[config.mk]
export PLATFORM = sky130hd
export DESIGN_NAME = gzip_header_parser_top
export DESIGN_NICKNAME = d
export VERILOG_FILES = /design/src/hw/rtl/gzhp_pkg.sv /design/src/hw/rtl/gzhp_parser.sv /design/src/hw/rtl/gzip_header_parser_top.sv
export SDC_FILE = /design/constraint.sdc
export NUM_CORES = 1
export LEC_CHECK = 0
export ABC_AREA = 1
export CELL_PAD_IN_SITES_DETAIL_PLACEMENT = 1
export CELL_PAD_IN_SITES_GLOBAL_PLACEMENT = 1
export CORE_AREA = 3 3 101 74
export DETAILED_ROUTE_END_ITERATION = 6
export DIE_AREA = 0 0 104 77
export DONT_BUFFER_PORTS = 1
export PLACE_DENSITY = 0.79
export SLEW_MARGIN = 20
export SYNTH_ARGS = -nofsm -noshare
export SYNTH_HDL_FRONTEND = slang
export SYNTH_SLANG_ARGS = --single-unit
[constraint.sdc]
create_clock -name aclk -period 1.7 [get_ports aclk]
set_input_delay 0.17 -clock aclk [delete_from_list [all_inputs] [get_ports aclk]]
set_output_delay 0.17 -clock aclk [all_outputs]
set_load 0.03 [all_outputs]
[src/hw/rtl/gzhp_pkg.sv]
`timescale 1ns / 1ps
// Shared types and constants for the gzip member header parser.
// No dependencies; used by gzhp_parser and gzip_header_parser_top.

package gzhp_pkg;

    localparam int DataWidth = 8;
    localparam int StatusWidth = 2;

    localparam logic [7:0] MAGIC0 = 8'h1f;
    localparam logic [7:0] MAGIC1 = 8'h8b;
    localparam logic [7:0] METHOD_DEFLATE = 8'h08;
    localparam logic [7:0] FL_RESV = 8'hE0;

    localparam logic [StatusWidth-1:0] ST_OK = 2'd0;
    localparam logic [StatusWidth-1:0] ST_MAGIC = 2'd1;
    localparam logic [StatusWidth-1:0] ST_METHOD = 2'd2;
    localparam logic [StatusWidth-1:0] ST_TRUNC = 2'd3;

    // Packed so that is_payload sits in bit 0, header_end in bit 1, status in bits 3:2.
    typedef struct packed {
        logic [StatusWidth-1:0] status;
        logic                   header_end;
        logic                   is_payload;
    } gzhp_result_t;

endpackage

[src/hw/rtl/gzhp_parser.sv]
`timescale 1ns / 1ps
// Header walk state and per-word classification of the gzip member header.
// Depends on gzhp_pkg.

module gzhp_parser (
    input  logic                              aclk,
    input  logic                              aresetn,
    input  logic                              step,
    input  logic [gzhp_pkg::DataWidth-1:0]    data_byte,
    input  logic                              last_in_chunk,
    output gzhp_pkg::gzhp_result_t            result
);

    localparam logic [3:0] PH_MAGIC0  = 4'd0;
    localparam logic [3:0] PH_MAGIC1  = 4'd1;
    localparam logic [3:0] PH_METHOD  = 4'd2;
    localparam logic [3:0] PH_FLAGS   = 4'd3;
    localparam logic [3:0] PH_FIXED   = 4'd4;
    localparam logic [3:0] PH_XLEN0   = 4'd5;
    localparam logic [3:0] PH_XLEN1   = 4'd6;
    localparam logic [3:0] PH_EXTRA   = 4'd7;
    localparam logic [3:0] PH_NAME    = 4'd8;
    localparam logic [3:0] PH_COMMENT = 4'd9;
    localparam logic [3:0] PH_HCRC0   = 4'd10;
    localparam logic [3:0] PH_HCRC1   = 4'd11;
    localparam logic [3:0] PH_PAYLOAD = 4'd12;

    localparam logic [1:0] LVL_FIXED = 2'd0;
    localparam logic [1:0] LVL_EXTRA = 2'd1;
    localparam logic [1:0] LVL_NAME  = 2'd2;
    localparam logic [1:0] LVL_COMMENT = 2'd3;

    logic [3:0]  phase_reg, phase_next, nxt;
    logic [3:0]  flags_reg, flags_next;
    logic [15:0] xrem_reg, xrem_next, xrem_full;
    logic [2:0]  fcnt_reg, fcnt_next;
    logic [gzhp_pkg::StatusWidth-1:0] err_reg, err_next, err;
    logic        payload;
    logic        hend;

    // flags: bit0 hcrc, bit1 extra, bit2 name, bit3 comment
    function automatic logic [3:0] next_after(input logic [1:0] level, input logic [3:0] fl);
        logic [3:0] ph;
        begin
            if (level < LVL_EXTRA && fl[1]) begin
                ph = PH_XLEN0;
            end else if (level < LVL_NAME && fl[2]) begin
                ph = PH_NAME;
            end else if (level < LVL_COMMENT && fl[3]) begin
                ph = PH_COMMENT;
            end else if (fl[0]) begin
                ph = PH_HCRC0;
            end else begin
                ph = PH_PAYLOAD;
            end
            return ph;
        end
    endfunction

    always_comb begin
        flags_next = flags_reg;
        xrem_next  = xrem_reg;
        fcnt_next  = fcnt_reg;
        phase_next = phase_reg;
        err_next   = err_reg;
        err        = gzhp_pkg::ST_OK;
        payload    = 1'b0;
        hend       = 1'b0;
        nxt        = phase_reg;
        xrem_full  = {data_byte, xrem_reg[7:0]};

        if (err_reg != gzhp_pkg::ST_OK) begin
            err = err_reg;
        end else begin
            unique case (phase_reg)
                PH_MAGIC0: begin
                    if (data_byte != gzhp_pkg::MAGIC0) err = gzhp_pkg::ST_MAGIC;
                    else nxt = PH_MAGIC1;
                end
                PH_MAGIC1: begin
                    if (data_byte != gzhp_pkg::MAGIC1) err = gzhp_pkg::ST_MAGIC;
                    else nxt = PH_METHOD;
                end
                PH_METHOD: begin
                    if (data_byte != gzhp_pkg::METHOD_DEFLATE) err = gzhp_pkg::ST_METHOD;
                    else nxt = PH_FLAGS;
                end
                PH_FLAGS: begin
                    if ((data_byte & gzhp_pkg::FL_RESV) != 8'h00) begin
                        err = gzhp_pkg::ST_METHOD;
                    end else begin
                        flags_next = data_byte[4:1];
                        fcnt_next  = 3'd0;
                        nxt        = PH_FIXED;
                    end
                end
                PH_FIXED: begin
                    if (fcnt_reg >= 3'd5) begin
                        fcnt_next = 3'd0;
                        nxt       = next_after(LVL_FIXED, flags_reg);
                    end else begin
                        fcnt_next = fcnt_reg + 3'd1;
                    end
                end
                PH_XLEN0: begin
                    xrem_next = {8'h00, data_byte};
                    nxt       = PH_XLEN1;
                end
                PH_XLEN1: begin
                    xrem_next = xrem_full;
                    nxt = (xrem_full == 16'd0) ? next_after(LVL_EXTRA, flags_reg) : PH_EXTRA;
                end
                PH_EXTRA: begin
                    xrem_next = xrem_reg - 16'd1;
                    if (xrem_reg == 16'd1) nxt = next_after(LVL_EXTRA, flags_reg);
                end
                PH_NAME: begin
                    if (data_byte == 8'h00) nxt = next_after(LVL_NAME, flags_reg);
                end
                PH_COMMENT: begin
                    if (data_byte == 8'h00) nxt = next_after(LVL_COMMENT, flags_reg);
                end
                PH_HCRC0: nxt = PH_HCRC1;
                PH_HCRC1: nxt = PH_PAYLOAD;
                default: begin
                    payload = 1'b1;
                    nxt     = PH_PAYLOAD;
                end
            endcase

            if (!payload) begin
                if (err == gzhp_pkg::ST_OK && last_in_chunk) err = gzhp_pkg::ST_TRUNC;
                if (err == gzhp_pkg::ST_OK && nxt == PH_PAYLOAD) hend = 1'b1;
            end
            if (err != gzhp_pkg::ST_OK) begin
                err_next = err;
                hend     = 1'b0;
                payload  = 1'b0;
            end else begin
                phase_next = nxt;
            end
        end
    end

    assign result.status     = err;
    assign result.header_end = hend;
    assign result.is_payload = payload;

    always_ff @(posedge aclk) begin
        if (!aresetn) begin
            phase_reg <= PH_MAGIC0;
            flags_reg <= 4'd0;
            xrem_reg  <= 16'd0;
            fcnt_reg  <= 3'd0;
            err_reg   <= gzhp_pkg::ST_OK;
        end else if (step) begin
            phase_reg <= phase_next;
            flags_reg <= flags_next;
            xrem_reg  <= xrem_next;
            fcnt_reg  <= fcnt_next;
            err_reg   <= err_next;
        end
    end

endmodule

[src/hw/rtl/gzip_header_parser_top.sv]
`timescale 1ns / 1ps
// gzip member header parser: input word register, header walk, result register.
// An accepted word waits in the input register and moves to the result register once that is empty or being read.
// Throughput: one word per cycle while the m side does not stall.
// Reset (aresetn low, synchronous): both stages empty, parser back to first magic byte,
// stored error cleared. Depends on gzhp_pkg and gzhp_parser.

module gzip_header_parser_top (
    input  logic       aclk,
    input  logic       aresetn,
    input  logic       s_tvalid,
    output logic       s_tready,
    input  logic [7:0] s_tdata,   // [7:0] data_byte
    input  logic       s_tlast,   // last_in_chunk
    output logic       m_tvalid,
    input  logic       m_tready,
    output logic [7:0] m_tdata,   // [7:0] data_out
    output logic [3:0] m_tuser    // [0] is_payload, [1] header_end, [3:2] status
);

    logic                   in_valid_reg;
    logic [7:0]             in_data_reg;
    logic                   in_last_reg;
    logic                   out_valid_reg;
    logic [7:0]             out_data_reg;
    gzhp_pkg::gzhp_result_t out_user_reg;
    gzhp_pkg::gzhp_result_t result;
    logic                   advance;
    logic                   step;

    assign advance  = !out_valid_reg || m_tready;
    assign step     = in_valid_reg && advance;
    assign s_tready = !in_valid_reg || advance;

    gzhp_parser u_parser (
        .aclk          (aclk),
        .aresetn       (aresetn),
        .step          (step),
        .data_byte     (in_data_reg),
        .last_in_chunk (in_last_reg),
        .result        (result)
    );

    always_ff @(posedge aclk) begin
        if (!aresetn) begin
            in_valid_reg <= 1'b0;
        end else if (s_tready) begin
            in_valid_reg <= s_tvalid;
        end
    end

    always_ff @(posedge aclk) begin
        if (s_tready && s_tvalid) begin
            in_data_reg <= s_tdata;
            in_last_reg <= s_tlast;
        end
    end

    always_ff @(posedge aclk) begin
        if (!aresetn) begin
            out_valid_reg <= 1'b0;
        end else if (advance) begin
            out_valid_reg <= in_valid_reg;
        end
    end

    always_ff @(posedge aclk) begin
        if (step) begin
            out_data_reg <= in_data_reg;
            out_user_reg <= result;
        end
    end

    assign m_tvalid = out_valid_reg;
    assign m_tdata  = out_data_reg;
    assign m_tuser  = out_user_reg;

    a_hend_ok: assert property (@(posedge aclk) disable iff (!aresetn)
        step && result.header_end |-> result.status == gzhp_pkg::ST_OK && !result.is_payload)
        else $error("header end word carries an error or payload mark");

    a_payload_ok: assert property (@(posedge aclk) disable iff (!aresetn)
        step && result.is_payload |-> result.status == gzhp_pkg::ST_OK)
        else $error("payload word carries an error");

    a_error_sticks: assert property (@(posedge aclk) disable iff (!aresetn)
        step && result.status != gzhp_pkg::ST_OK |=>
            !step || result.status == $past(result.status))
        else $error("stored error changed before reset");

    a_no_drop: assert property (@(posedge aclk) disable iff (!aresetn)
        in_valid_reg && !advance |=> in_valid_reg)
        else $error("held input word lost");

endmodule
=== Word level (Yosys, flattened, before mapping) ===
Cells that the tools add are included.

* Reduce and logical (&&, ||, !) cells: 28
* Shift operators: 0
* Muxes and demuxes: 34
* Div/mod/pow operators: 0
* Add/sub/neg operators: 2
* Eq/ne operators: 17
* Bitwise logic cells: 4
* $lt $le $gt $ge: 1
* Multiply operators: 0

{| class="wikitable"
|+ Operators by type and width
! operator !! number
|-
| 4-bit 2-to-1 mux || 13
|-
| 16-bit case mux with 3 select lines || 1
|-
| 4-bit case mux with 11 select lines || 1
|-
| 4-bit equality test, second input constant || 5
|-
| 2-bit 2-to-1 mux || 9
|-
| 16-bit by 1-bit equality test with 1-bit output, second input constant || 1
|-
| 4-bit by 3-bit equality test with 1-bit output, second input constant || 4
|-
| 16-bit zero test || 1
|-
| 16-bit by 1-bit subtractor with 16-bit output, second input constant || 1
|-
| 4-bit AND reduction || 3
|-
| 12-bit OR reduction || 1
|-
| 3-bit 2-to-1 mux || 3
|-
| 3-bit AND reduction || 3
|-
| 4-bit by 2-bit equality test with 1-bit output, second input constant || 2
|-
| 8-bit zero test || 1
|-
| 8-bit by 4-bit inequality test with 1-bit output, second input constant || 1
|-
| 8-bit by 5-bit inequality test with 1-bit output, second input constant || 1
|-
| 8-bit inequality test, second input constant || 1
|-
| 2-bit case mux with 4 select lines || 1
|-
| 2-bit nonzero test || 4
|-
| 8-bit nonzero test || 1
|-
| 3-bit case mux with 2 select lines || 1
|-
| 1-bit 2-to-1 mux || 5
|-
| 4-bit by 1-bit equality test with 1-bit output, second input constant || 1
|-
| other kinds (12) || 21
|}

* Bits in writable memories: 0
* Word-level logic and storage cells: 100
* Memories kept: 0
* Bits in registers: 52
* Input port bits: 13
* Latch bits: 0
* Bits in read-only memories: 0

=== Depth between registers and ports, before layout ===
Gate-level depths: netlist of the first run.

* Depth after elaboration: 14
* Gate-level depth with buffers: 13
* Depth with buffers taken out: 13

=== Cells and area by module ===
Synthesis of the first run repeated with hierarchy kept, for this count alone.

* Cells, all modules: 421
* Area, all modules: 2991.6 µm²

{| class="wikitable"
|+ By module, submodules not included
! module !! area each (µm²) !! cells each !! instances
|-
| gzhp_parser || 2265.9 || 387 || 1
|-
| gzip_header_parser_top || 725.7 || 34 || 1
|}

=== Worst setup path after synthesis of the first run ===
No wires, ideal clock.

* Kind: register to register
* From: register out_valid_reg, in the netlist m_tvalid
* To: register u_parser.xrem_reg[10]
* Arrival: 1469 ps
* Stages on the path, launching flop included: 9
* Path buffers: 0
* Slack: 110 ps
* Setup time: 122 ps
* Period minus slack after synthesis: 1590 ps
* Path through: dfxtp_1 > nand2_1 > nand2_1 > inv_2 > nand2_2 > nor3_4 > inv_1 > a21oi_1 > a21oi_1

* Longest elaborated chain between the ends: 4

{| class="wikitable"
|+ Ends and longest elaborated chain
! item !! RTL line !! RTL
|-
| from (decl) || gzip_header_parser_top.sv:24 || <nowiki>logic out_valid_reg;</nowiki>
|-
| from (signal assigned) || gzip_header_parser_top.sv:63 || <nowiki>out_valid_reg <= in_valid_reg;</nowiki>
|-
| 1-bit zero test || gzip_header_parser_top.sv:31 || <nowiki>assign advance = !out_valid_reg || m_tready;</nowiki>
|-
| 1-bit logical OR || gzip_header_parser_top.sv:31 ||
|-
| 1-bit logical AND || gzip_header_parser_top.sv:32 || <nowiki>assign step = in_valid_reg && advance;</nowiki>
|-
| net step || gzip_header_parser_top.sv:29 || <nowiki>logic step;</nowiki>
|-
| 3-bit AND reduction (no line) || n/a ||
|-
| to (signal assigned) || gzhp_parser.sv:159 || <nowiki>xrem_reg <= xrem_next;</nowiki>
|-
| to (decl) || gzhp_parser.sv:35 || <nowiki>logic [15:0] xrem_reg, xrem_next, xrem_full;</nowiki>
|}

The timed path passes the listed nets, and every way through them passes these cells.
A chain may end at the register's enable or synchronous reset.

=== Worst setup path after layout of the first run ===
* From: register in_data_reg[7]
* To: register u_parser.phase_reg[0]

* Longest elaborated chain between the ends: 14
* Elaborated cells between the ends (all ways): 31
* Those cells by class: eq/ne: 3; mux: 20; bitwise: 1; reduce/logical: 7

{| class="wikitable"
|+ Ends and longest elaborated chain
! item !! RTL line !! RTL
|-
| from (decl) || gzip_header_parser_top.sv:22 || <nowiki>logic [7:0] in_data_reg;</nowiki>
|-
| from (signal assigned) || gzip_header_parser_top.sv:54 || <nowiki>in_data_reg <= s_tdata;</nowiki>
|-
| 8-bit inequality test, or another cell as far along || gzhp_parser.sv:81 || <nowiki>if (data_byte != gzhp_pkg::MAGIC1) err = gzhp_pkg::ST_MAGIC;</nowiki>
|-
| 1-bit 2-to-1 mux, or another cell as far along || gzhp_parser.sv:81 ||
|-
| 2-bit case mux with 4 select lines || gzhp_parser.sv:75 || <nowiki>unique case (phase_reg)</nowiki>
|-
| 2-bit 2-to-1 mux || gzhp_parser.sv:72 || <nowiki>if (err_reg != gzhp_pkg::ST_OK) begin</nowiki>
|-
| 2-bit zero test || gzhp_parser.sv:132 || <nowiki>if (err == gzhp_pkg::ST_OK && last_in_chunk) err = gzhp_pkg::ST_TRUNC;</nowiki>
|-
| 1-bit logical AND || gzhp_parser.sv:132 ||
|-
| 2-bit 2-to-1 mux || gzhp_parser.sv:132 ||
|-
| 2-bit 2-to-1 mux || gzhp_parser.sv:131 || <nowiki>if (!payload) begin</nowiki>
|-
| 2-bit 2-to-1 mux || gzhp_parser.sv:72 ||
|-
| 2-bit 2-to-1 mux || gzhp_parser.sv:131 ||
|-
| 2-bit 2-to-1 mux || gzhp_parser.sv:72 ||
|-
| 2-bit nonzero test || gzhp_parser.sv:135 || <nowiki>if (err != gzhp_pkg::ST_OK) begin</nowiki>
|-
| 1-bit inverter (no line) || n/a ||
|-
| 3-bit AND reduction (no line) || n/a ||
|-
| to (signal assigned) || gzhp_parser.sv:157 || <nowiki>phase_reg <= phase_next;</nowiki>
|-
| to (decl) || gzhp_parser.sv:33 || <nowiki>logic [3:0] phase_reg, phase_next, nxt;</nowiki>
|}

Parallel ways exist; a longest one is shown, timed or not. The select of a mux whose other input is x is not followed.

==> results of run 1 <==
[worst paths after layout]
check                           cells after the start                   from  slack (ps)                    end
worst max-delay path                               13         in_data_reg[7]        -250  u_parser.phase_reg[0]
worst min-delay path                                2                aresetn           5  u_parser.flags_reg[2]
worst max register to register                     13         in_data_reg[7]        -250  u_parser.phase_reg[0]
worst min register to register                      2  u_parser.flags_reg[2]         520  u_parser.flags_reg[2]
[per-stage QoR]
stage          area [um^2]  power [mW]
2_1_floorplan         2972       1.463
3_3_place_gp          3308       1.507
3_5_place_dp          3308       1.513
4_1_cts               3601       2.280
5_1_grt               3749       2.391
6_report              3749       2.325
[report_power, final]
part | leakage [nW] | internal (mW) | switching, mW | total [mW]
Sequential | 0.450 | 1.33 | 0.0515 | 1.38
Clock | 0.0414 | 0.295 | 0.462 | 0.757
Combinational | 1.14 | 0.0720 | 0.115 | 0.187
Total | 1.63 | 1.70 | 0.628 | 2.32
[worst register-to-register path, cell delays in order, from the launching register on]
cell and delay [ps]:
edfxtp_1 480, inv_1 170, nand2_1 140, nor2_2 190, nand2_1 100, nand2_2 90, nand2_1 60, inv_1 70
nand2_2 90, nand2_4 110, nand3_4 130, nand2_1 110, nand2_1 50, nor2_1 100
[timing repair]
item,4_1_cts,5_1_grt
hold buffers,11,0
setup buffers,10,7
endpoints found under the hold margin,26,0
gates resized for setup,9,38
pin swaps,3,11
setup endpoints to repair,7,24
[cells in the mapped netlist (all sizes together)]
library cell,n
edfxtp,21
nand4,4
nand2,87
clkbuf,1
o21ai,37
nor2,63
o21a,1
nand3,37
inv,55
or2,3
a211oi,2
a32oi,1
dfxtp,31
nor3,8
xnor2,1
a22oi,1
a21oi,40
a31oi,1
ha,5
nor3b,1
buf,3
o22ai,2
xor2,3
[cells by family (layout without fill, tap and decap cells)]
logic type | after synthesis | in the layout | share of synthesized area
compound gates | 85 | 85 | 0.1516
xor+xnor | 4 | 4 | 0.01179
fa+ha+maj | 5 | 5 | 0.02105
buf+inv | 59 | 123 | 0.07663
flops | 52 | 52 | 0.4211
simple gates | 203 | 203 | 0.3179
[routing by layer]
metal  global-route usage  wire, um
met1               0.3504      5116
met2               0.4494      5719
met3              0.05635      1049
met4              0.06375       295
met5                    0         0
[final cells by class]
type                            count  area share
Tap cell                           94     0.03138
Clock buffer                        6     0.01936
Sequential cell                    52      0.3348
Timing Repair Buffer               60      0.1305
Clock inverter                      2    0.004339
Multi-Input combinational cell    297      0.4246
Inverter                           55     0.05507
==> results.cfg, run 1 <==
[outcome]
status = complete, but fails checks
violations = negative setup slack

[min_path]
hp-class = primary input to flop

[logic_synthesis]
syn_avg_cell_area_um2 = 7.283
yosysTopAreaCell = edfxtp_1
yosys.area.top_type_share = 0.2122
syn_nets = 426
yosysWarnings = 0
synth_area_um2 = 2972
synth.area.top_cells = edfxtp_1 (21%), dfxtp_1 (21%), nand2_1 (10%), nor2_1 (7.1%), a21oi_1 (6.6%)
synthCells = 408
synth.distinct_cells = 37
seq_area_frac_synth = 0.4211
synth-seq-cells = 52

[worst_setup_path]
max_stage_delay_ps = 480
path_cells = inv_1, nand2_1, nor2_2, nand2_1, nand2_2, nand2_1, inv_1, nand2_2, nand2_4, nand3_4, nand2_1, nand2_1, nor2_1
cp_common_cell = nand2_1
cp.required_ps = 1950
worstSetupEndpointType = flop
crit_fanout = 7
cp_num_buf_inv = 2
critPathTopFamily = simple AND/OR/NAND/NOR gates
critPathKind = flop to flop
cp_slowest_cell = edfxtp_1
worstPathArrival_ps = 2210
critPathLaunchType = flop

[global_route]
grt_pass1_wl_um = 16820
overflow = 0
globalRouteTotalUtil = 0.2661
grt_pass1_vias = 3248
grt_max_degree = 18
antenna_found_initial = 0

[final_layout]
nets = 489
final_util = 0.5653
final_common_cell = nand2_1
largest_reg_flops = 16
drive_above_1_share = 0.2564
final_cells = 566
multiInputGateArea_um2 = 1592
syn_to_final_growth_pct = 26.15
seq_area_um2 = 1255
antenna_cells = 0
nFillCells = 842
layout_common_cells = nand2_1 (76), inv_1 (46), buf_4 (46), a21oi_1 (39), nor2_1 (34)

[floorplan]
floorplan.initialDensity = 0.4481
die_area_um2 = 8008
rows = 25
die_h_um = 77
core_um2 = 6631
dieWidth_um = 104
io_pins = 27

[timing]
max_clock_freq_ghz = 0.5116
timing.final.crit_period_ps = 1954
slew_viol_final = 0
rsz0062_at_grt = yes
slew_headroom = 0.5178
setup_violations = 10
worst_slew_pin_slew_ps = 720.9
hold_ws_ps = 5.421
fin_crit_sh = 1.150
setup_ws_ps = -254.5
hold_viol = 0
tns_ps = -1599
skew_ps = 12.49

[clock_network]
numCtsBuffers = 5
clk-insertion-delay-late_ps = 320
cts_tree = yes
cts.sinks = 52
cts-root-to-sink-buffers = 2
htreeDepth = 2
clkTransAtPathRegs_ps = 100
ctsRootBufferMaster = clkbuf_8

[place]
placed_cells = 530
dp_hpwl_um = 7057
port_buffers = 0
dp_slack_ps = -54.29
routabilityCongestion = 0.8719

[routing]
firstDrtPassIters = 4
post_drt_via_cell_ratio = 5.825
num_vias = 3297
drcViolationCount = 0
routed_wl_um = 12180
drtIter0Drc = 332
post_drt_wl_per_cell_um = 21.52
postRouteAntennaNets = 0

[power_and_ir_drop]
ir_drop_uv = 451.7
p_leak_nw = 1.627
power.density_nw_per_um2 = 620.2

[flow_run]
maxCapViolCount = 0
Note: power is estimated with default switching activity, not from simulation.
==> run 2, diff against run 1 <==
Settings changed: ABC_AREA 1 to default, CORE_AREA 3 3 101 74 to 3 3 96 71, DIE_AREA 0 0 104 77 to 0 0 99 74.
==> results.cfg, run 2 <==
[outcome]
status = complete, but fails checks
violations = negative setup slack

[worst_setup_path]
path_cells = or4_4, nor3_4, nand4_1, o21ai_2, nor4b_4, nor4_2
cp.required_ps = 1800
max_stage_delay_ps = 610
crit_fanout = 4
critPathKind = flop to flop
critPathLaunchType = flop
worstPathArrival_ps = 2400
worstSetupEndpointType = flop
cp_slowest_cell = or4_4
cp_num_buf_inv = 0
critPathTopFamily = simple AND/OR/NAND/NOR gates

[floorplan]
core_um2 = 6036
die_area_um2 = 7326
floorplan.initialDensity = 0.4699
io_pins = 27
die_h_um = 74
dieWidth_um = 99
rows = 24

[global_route]
overflow = 0
grt_pass1_vias = 3274
globalRouteTotalUtil = 0.3370
grt_max_degree = 18
grt_pass1_wl_um = 18480
antenna_found_initial = 0

[logic_synthesis]
seq_area_frac_synth = 0.4411
synth-async-reset-ratio = 0
synth_flop_cell = dfxtp_1
syn_nets = 341
yosysMostFrequentCell = o21ai_0
synth_top_family_by_area = simple AND/OR/NAND/NOR gates
yosysWarnings = 0
yosysTopAreaCell = edfxtp_1
yosys.area.top_type_share = 0.2223
synthMuxAreaShare = 0.003529
synthCells = 323
synth_compound_area_frac = 0.2431
synth-seq-cells = 52
synthXorXnorAreaFrac = 0
synthAdderAreaFrac = 0.02206
synth_common_cells = o21ai_0 (34), dfxtp_1 (31), nor2_1 (31)
synth-simple-area-share = 0.2510
synth.area.top_cells = edfxtp_1 (22%), dfxtp_1 (22%), o21ai_0 (6.0%), a21oi_1 (5.1%), nor2_1 (4.1%)
syn_avg_cell_area_um2 = 8.782
synth.distinct_cells = 56
synth_edf_count = 21
synth_area_um2 = 2836

[power_and_ir_drop]
p_int_mw = 1.709
netSwitchingFraction = 0.2824
ir_drop_uv = 408.6
p_switching_mw = 0.6726
p_leak_nw = 1.623
comb_power_share = 0.086
sequentialPowerShare = 0.577
clockPowerShare = 0.337
power.density_nw_per_um2 = 550.9

[timing]
rsz0062_at_grt = yes
skew_ps = 19.04
slew_headroom = 0.6545
hold_viol = 0
slew_viol_final = 0
setup_ws_ps = -594.5
fin_crit_sh = 1.350
setup_violations = 32
worst_slew_pin_slew_ps = 514.3
timing.final.crit_period_ps = 2295
max_clock_freq_ghz = 0.4358

[final_layout]
drive_above_1_share = 0.4339
final_cells = 509
largest_reg_flops = 16
layout_common_cells = buf_4 (85), nor2_1 (25), dfxtp_1 (23), edfxtp_1 (21), nand2_1 (17)
nets = 448
final_util = 0.7164
final_common_cell = buf_4
antenna_cells = 0
syn_to_final_growth_pct = 52.45

[routing]
drtIter0Drc = 469
firstDrtPassIters = 5
num_vias = 3607
post_drt_via_cell_ratio = 7.086
drcViolationCount = 0
routed_wl_um = 15440
postRouteAntennaNets = 0
post_drt_wl_per_cell_um = 30.32

[clock_network]
clk-insertion-delay-late_ps = 340
cts.sinks = 52
numCtsBuffers = 5
clkTransAtPathRegs_ps = 120
ctsRootBufferMaster = clkbuf_8
cts_tree = yes
htreeDepth = 2
cts-root-to-sink-buffers = 2

[place]
port_buffers = 0
routabilityCongestion = 0.9614
dp_hpwl_um = 7536
dp_slack_ps = -398.7
placed_cells = 469

[flow_run]
maxCapViolCount = 0

[min_path]
hp-class = primary input to flop
[run 2: layout make-up]
class | count | area, um^2
flip-flops and latches | 52 | 1261
inverters | 15 | 56.30
fillers | 636 | 1712
multi-input cells | 242 | 1864
well taps | 78 | 97.59
repair buffers | 114 | 953.4
clock buffers | 5 | 68.82
clock inverters | 3 | 22.52
[run 2: power groups by stage]
stage / combinational [mW] / clock, mW / sequential, mW
floorplan: 0.0567 / 0 / 1.40
global placement: 0.135 / 0 / 1.40
detailed placement: 0.137 / 0 / 1.40
CTS: 0.167 / 0.752 / 1.37
global route: 0.210 / 0.823 / 1.38
finish: 0.206 / 0.802 / 1.37
[run 2: worst paths after layout]
check	start	to	slack, ps	cells past startpoint
worst min-delay path	m_tready	m_tvalid	50	3
worst max-delay path	in_data_reg[0]	m_tuser[1]	-590	6
worst max register to register	in_data_reg[0]	m_tuser[1]	-590	6
worst min register to register	u_parser.fcnt_reg[2]	u_parser.fcnt_reg[2]	540	2
[run 2: per-stage QoR]
stage | area (um^2) | TNS (ps) | total power [mW] | hold slack [ps]
2_1_floorplan | 2878 | -1703 | 1.460 | 268.9
3_3_place_gp | 3536 | -3266 | 1.531 | 268.9
3_5_place_dp | 3536 | -4755 | 1.536 | 268.9
4_1_cts | 3921 | -4179 | 2.288 | 72.31
5_1_grt | 4324 | -9290 | 2.410 | 56.77
6_report | 4324 | -7810 | 2.382 | 47.47
[run 2: metal layers]
layer / vias up / global-route usage / wire length (um)
met1: 1722 / 0.4444 / 5794
met4: 0 / 0.1045 / 1135
met5: - / 0 / 0
met2: 346 / 0.5640 / 6787
met3: 132 / 0.07216 / 1717
li1: 1407 / - / -
[run 2: what timing repair did]
action	4_1_cts	5_1_grt
buffers inserted	8	16
resized for setup	35	81
pin swaps	15	30
setup endpoints to repair	31	32
hold endpoints to repair	19	0
hold buffers	12	0
[run 2: cells by family after synthesis]
logic type | after synthesis
buffers and inverters | 29
flip-flops | 52
AO/OA/AOI/OAI | 109
AND/OR/NAND/NOR | 127
adder cells (fa/ha/maj) | 5
multiplexers | 1
[run 2: worst register-to-register path: cells and delay by family (launching register included)]
| kind | cells | cell delay, ps |
|---|---|---|
| DFF | 1 | 420 |
| and+or+nand+nor | 5 | 1410 |
| AOI/OAI and AO/OA | 1 | 250 |
==> run 3, diff against run 2 <==
Settings changed: MAX_ROUTING_LAYER from default to met4.
==> results.cfg, run 3 (synthesis results as in run 2) <==
[timing]
slew_headroom = 0.6401
max_clock_freq_ghz = 0.4482
slew_viol_final = 0
skew_ps = 16.18
setup_ws_ps = -531.2
setup_violations = 32
rsz0062_at_grt = yes
hold_viol = 0
tns_ps = -7267
timing.final.crit_period_ps = 2231
fin_crit_sh = 1.312
worst_slew_pin_slew_ps = 535.7

[global_route]
antenna_found_initial = 0
globalRouteTotalUtil = 0.2843
grt_pass1_wl_um = 15370
overflow = 0
grt_pass1_vias = 2924
grt_max_degree = 17

[clock_network]
cts-root-to-sink-buffers = 2
cts.sinks = 52
clk-insertion-delay-late_ps = 320
numCtsBuffers = 5
htreeDepth = 2
ctsRootBufferMaster = clkbuf_8
cts_tree = yes
clkTransAtPathRegs_ps = 100

[power_and_ir_drop]
comb_power_share = 0.082
ir_drop_uv = 660.1
sequentialPowerShare = 0.589
clockPowerShare = 0.329
power.density_nw_per_um2 = 567.4
p_int_mw = 1.735
netSwitchingFraction = 0.2543
p_leak_nw = 1.535
p_switching_mw = 0.5917

[final_layout]
seq_area_um2 = 1261
nFillCells = 653
final_common_cell = buf_4
multiInputGateArea_um2 = 1785
antenna_cells = 0
largest_reg_flops = 16
layout_common_cells = buf_4 (76), nor2_1 (27), a21oi_1 (23), dfxtp_1 (23), edfxtp_1 (21)
final_area_um2 = 4100
syn_to_final_growth_pct = 44.55
nets = 433
drive_above_1_share = 0.3798

[routing]
post_drt_wl_per_cell_um = 27.64
postRouteAntennaNets = 0
num_vias = 3378
firstDrtPassIters = 5
drtIter0Drc = 431
routed_wl_um = 13650
drcViolationCount = 0
post_drt_via_cell_ratio = 6.838

[place]
routabilityCongestion = 0.9730
port_buffers = 0
placed_area_um2 = 3476
dp_hpwl_um = 7113

[worst_setup_path]
cp.required_ps = 1900
worstSetupEndpointType = flop
critPathKind = flop to flop
crit_fanout = 3
worstPathArrival_ps = 2430
critPathLaunchType = flop

[floorplan]
floorplan.initialDensity = 0.4699
die_area_um2 = 7326
dieWidth_um = 99
die_h_um = 74
core_um2 = 6036
io_pins = 27
rows = 24

[flow_run]
maxCapViolCount = 0

[min_path]
hp-class = primary input to flop

[outcome]
violations = negative setup slack
status = complete, but fails checks
run 3: cell types whose count changed in the layout (fill, tap and decap cells not counted), moves of 4 or more:
cell | before | now
a21oi_1 | 16 | 23
a21oi_2 | 13 | 6
o21ai_2 | 8 | 4
o21ai_1 | 11 | 17
buf_6 | 16 | 11
buf_4 | 85 | 76
run 3: area by class of cell:
cell class | instances | share of cell area
multi-input cells | 242 | 0.4355
flip-flops and latches | 52 | 0.3076
repair buffers | 99 | 0.1974
well taps | 78 | 0.02380
clock buffers | 7 | 0.02106
inverters | 15 | 0.01373
clock inverters | 1 | 0.0009155
run 3: final timing paths:
kind	start	end	slack, ps	depth (start not counted)
max reg2reg	in_data_reg[5]	u_parser.phase_reg[0]	-530	9
max	in_data_reg[5]	u_parser.phase_reg[0]	-530	9
min reg2reg	u_parser.xrem_reg[14]	u_parser.xrem_reg[14]	520	2
min	aresetn	u_parser.phase_reg[2]	60	2
run 3: stage by stage:
stage	power, mW	worst slack, ps	utilization	std cells	hold WS [ps]
6_report	2.326	-531.2	0.6793	494	58.42
5_1_grt	2.375	-572.4	0.6793	494	78.95
4_1_cts	2.278	-335.3	0.6354	485	34.59
3_5_place_dp	1.535	-426.4	0.5759	461	268.9
3_3_place_gp	1.529	-359.4	0.5759	461	268.9
2_1_floorplan	1.460	-323.4	-	323	268.9
run 3: timing repair:
| action | CTS | global route |
|---|---|---|
| gates resized for setup | 31 | 60 |
| pin swaps | 14 | 18 |
| endpoints found under the setup margin | 26 | 29 |
| cloned | 0 | 1 |
| setup buffers | 5 | 11 |
| hold buffers | 11 | 0 |
| endpoints found under the hold margin | 19 | 0 |
run 3: metal layers:
layer  share of wire  vias up  global-route usage
li1                -     1386                   -
met1            0.40     1665              0.3887
met2            0.46      269              0.4397
met3            0.11       58             0.06654
met4           0.033        0             0.04848
met5               0        -                   -
run 3: critical path, cell delays in order (launching register included):
cell,delay (ps)
edfxtp_1,460
buf_4,170
buf_4,140
nor3_1,240
buf_4,180
nor3_1,80
a311oi_1,230
nand3_1,200
a211oi_1,270
a311oi_1,130
run 3: power groups by stage:
stage	combinational (mW)	sequential [mW]	clock [mW]
final	0.192	1.37	0.764
after global routing	0.197	1.37	0.804
after CTS	0.168	1.37	0.742
after detailed placement	0.138	1.40	0
after global placement	0.134	1.40	0
after floorplan	0.0567	1.40	0
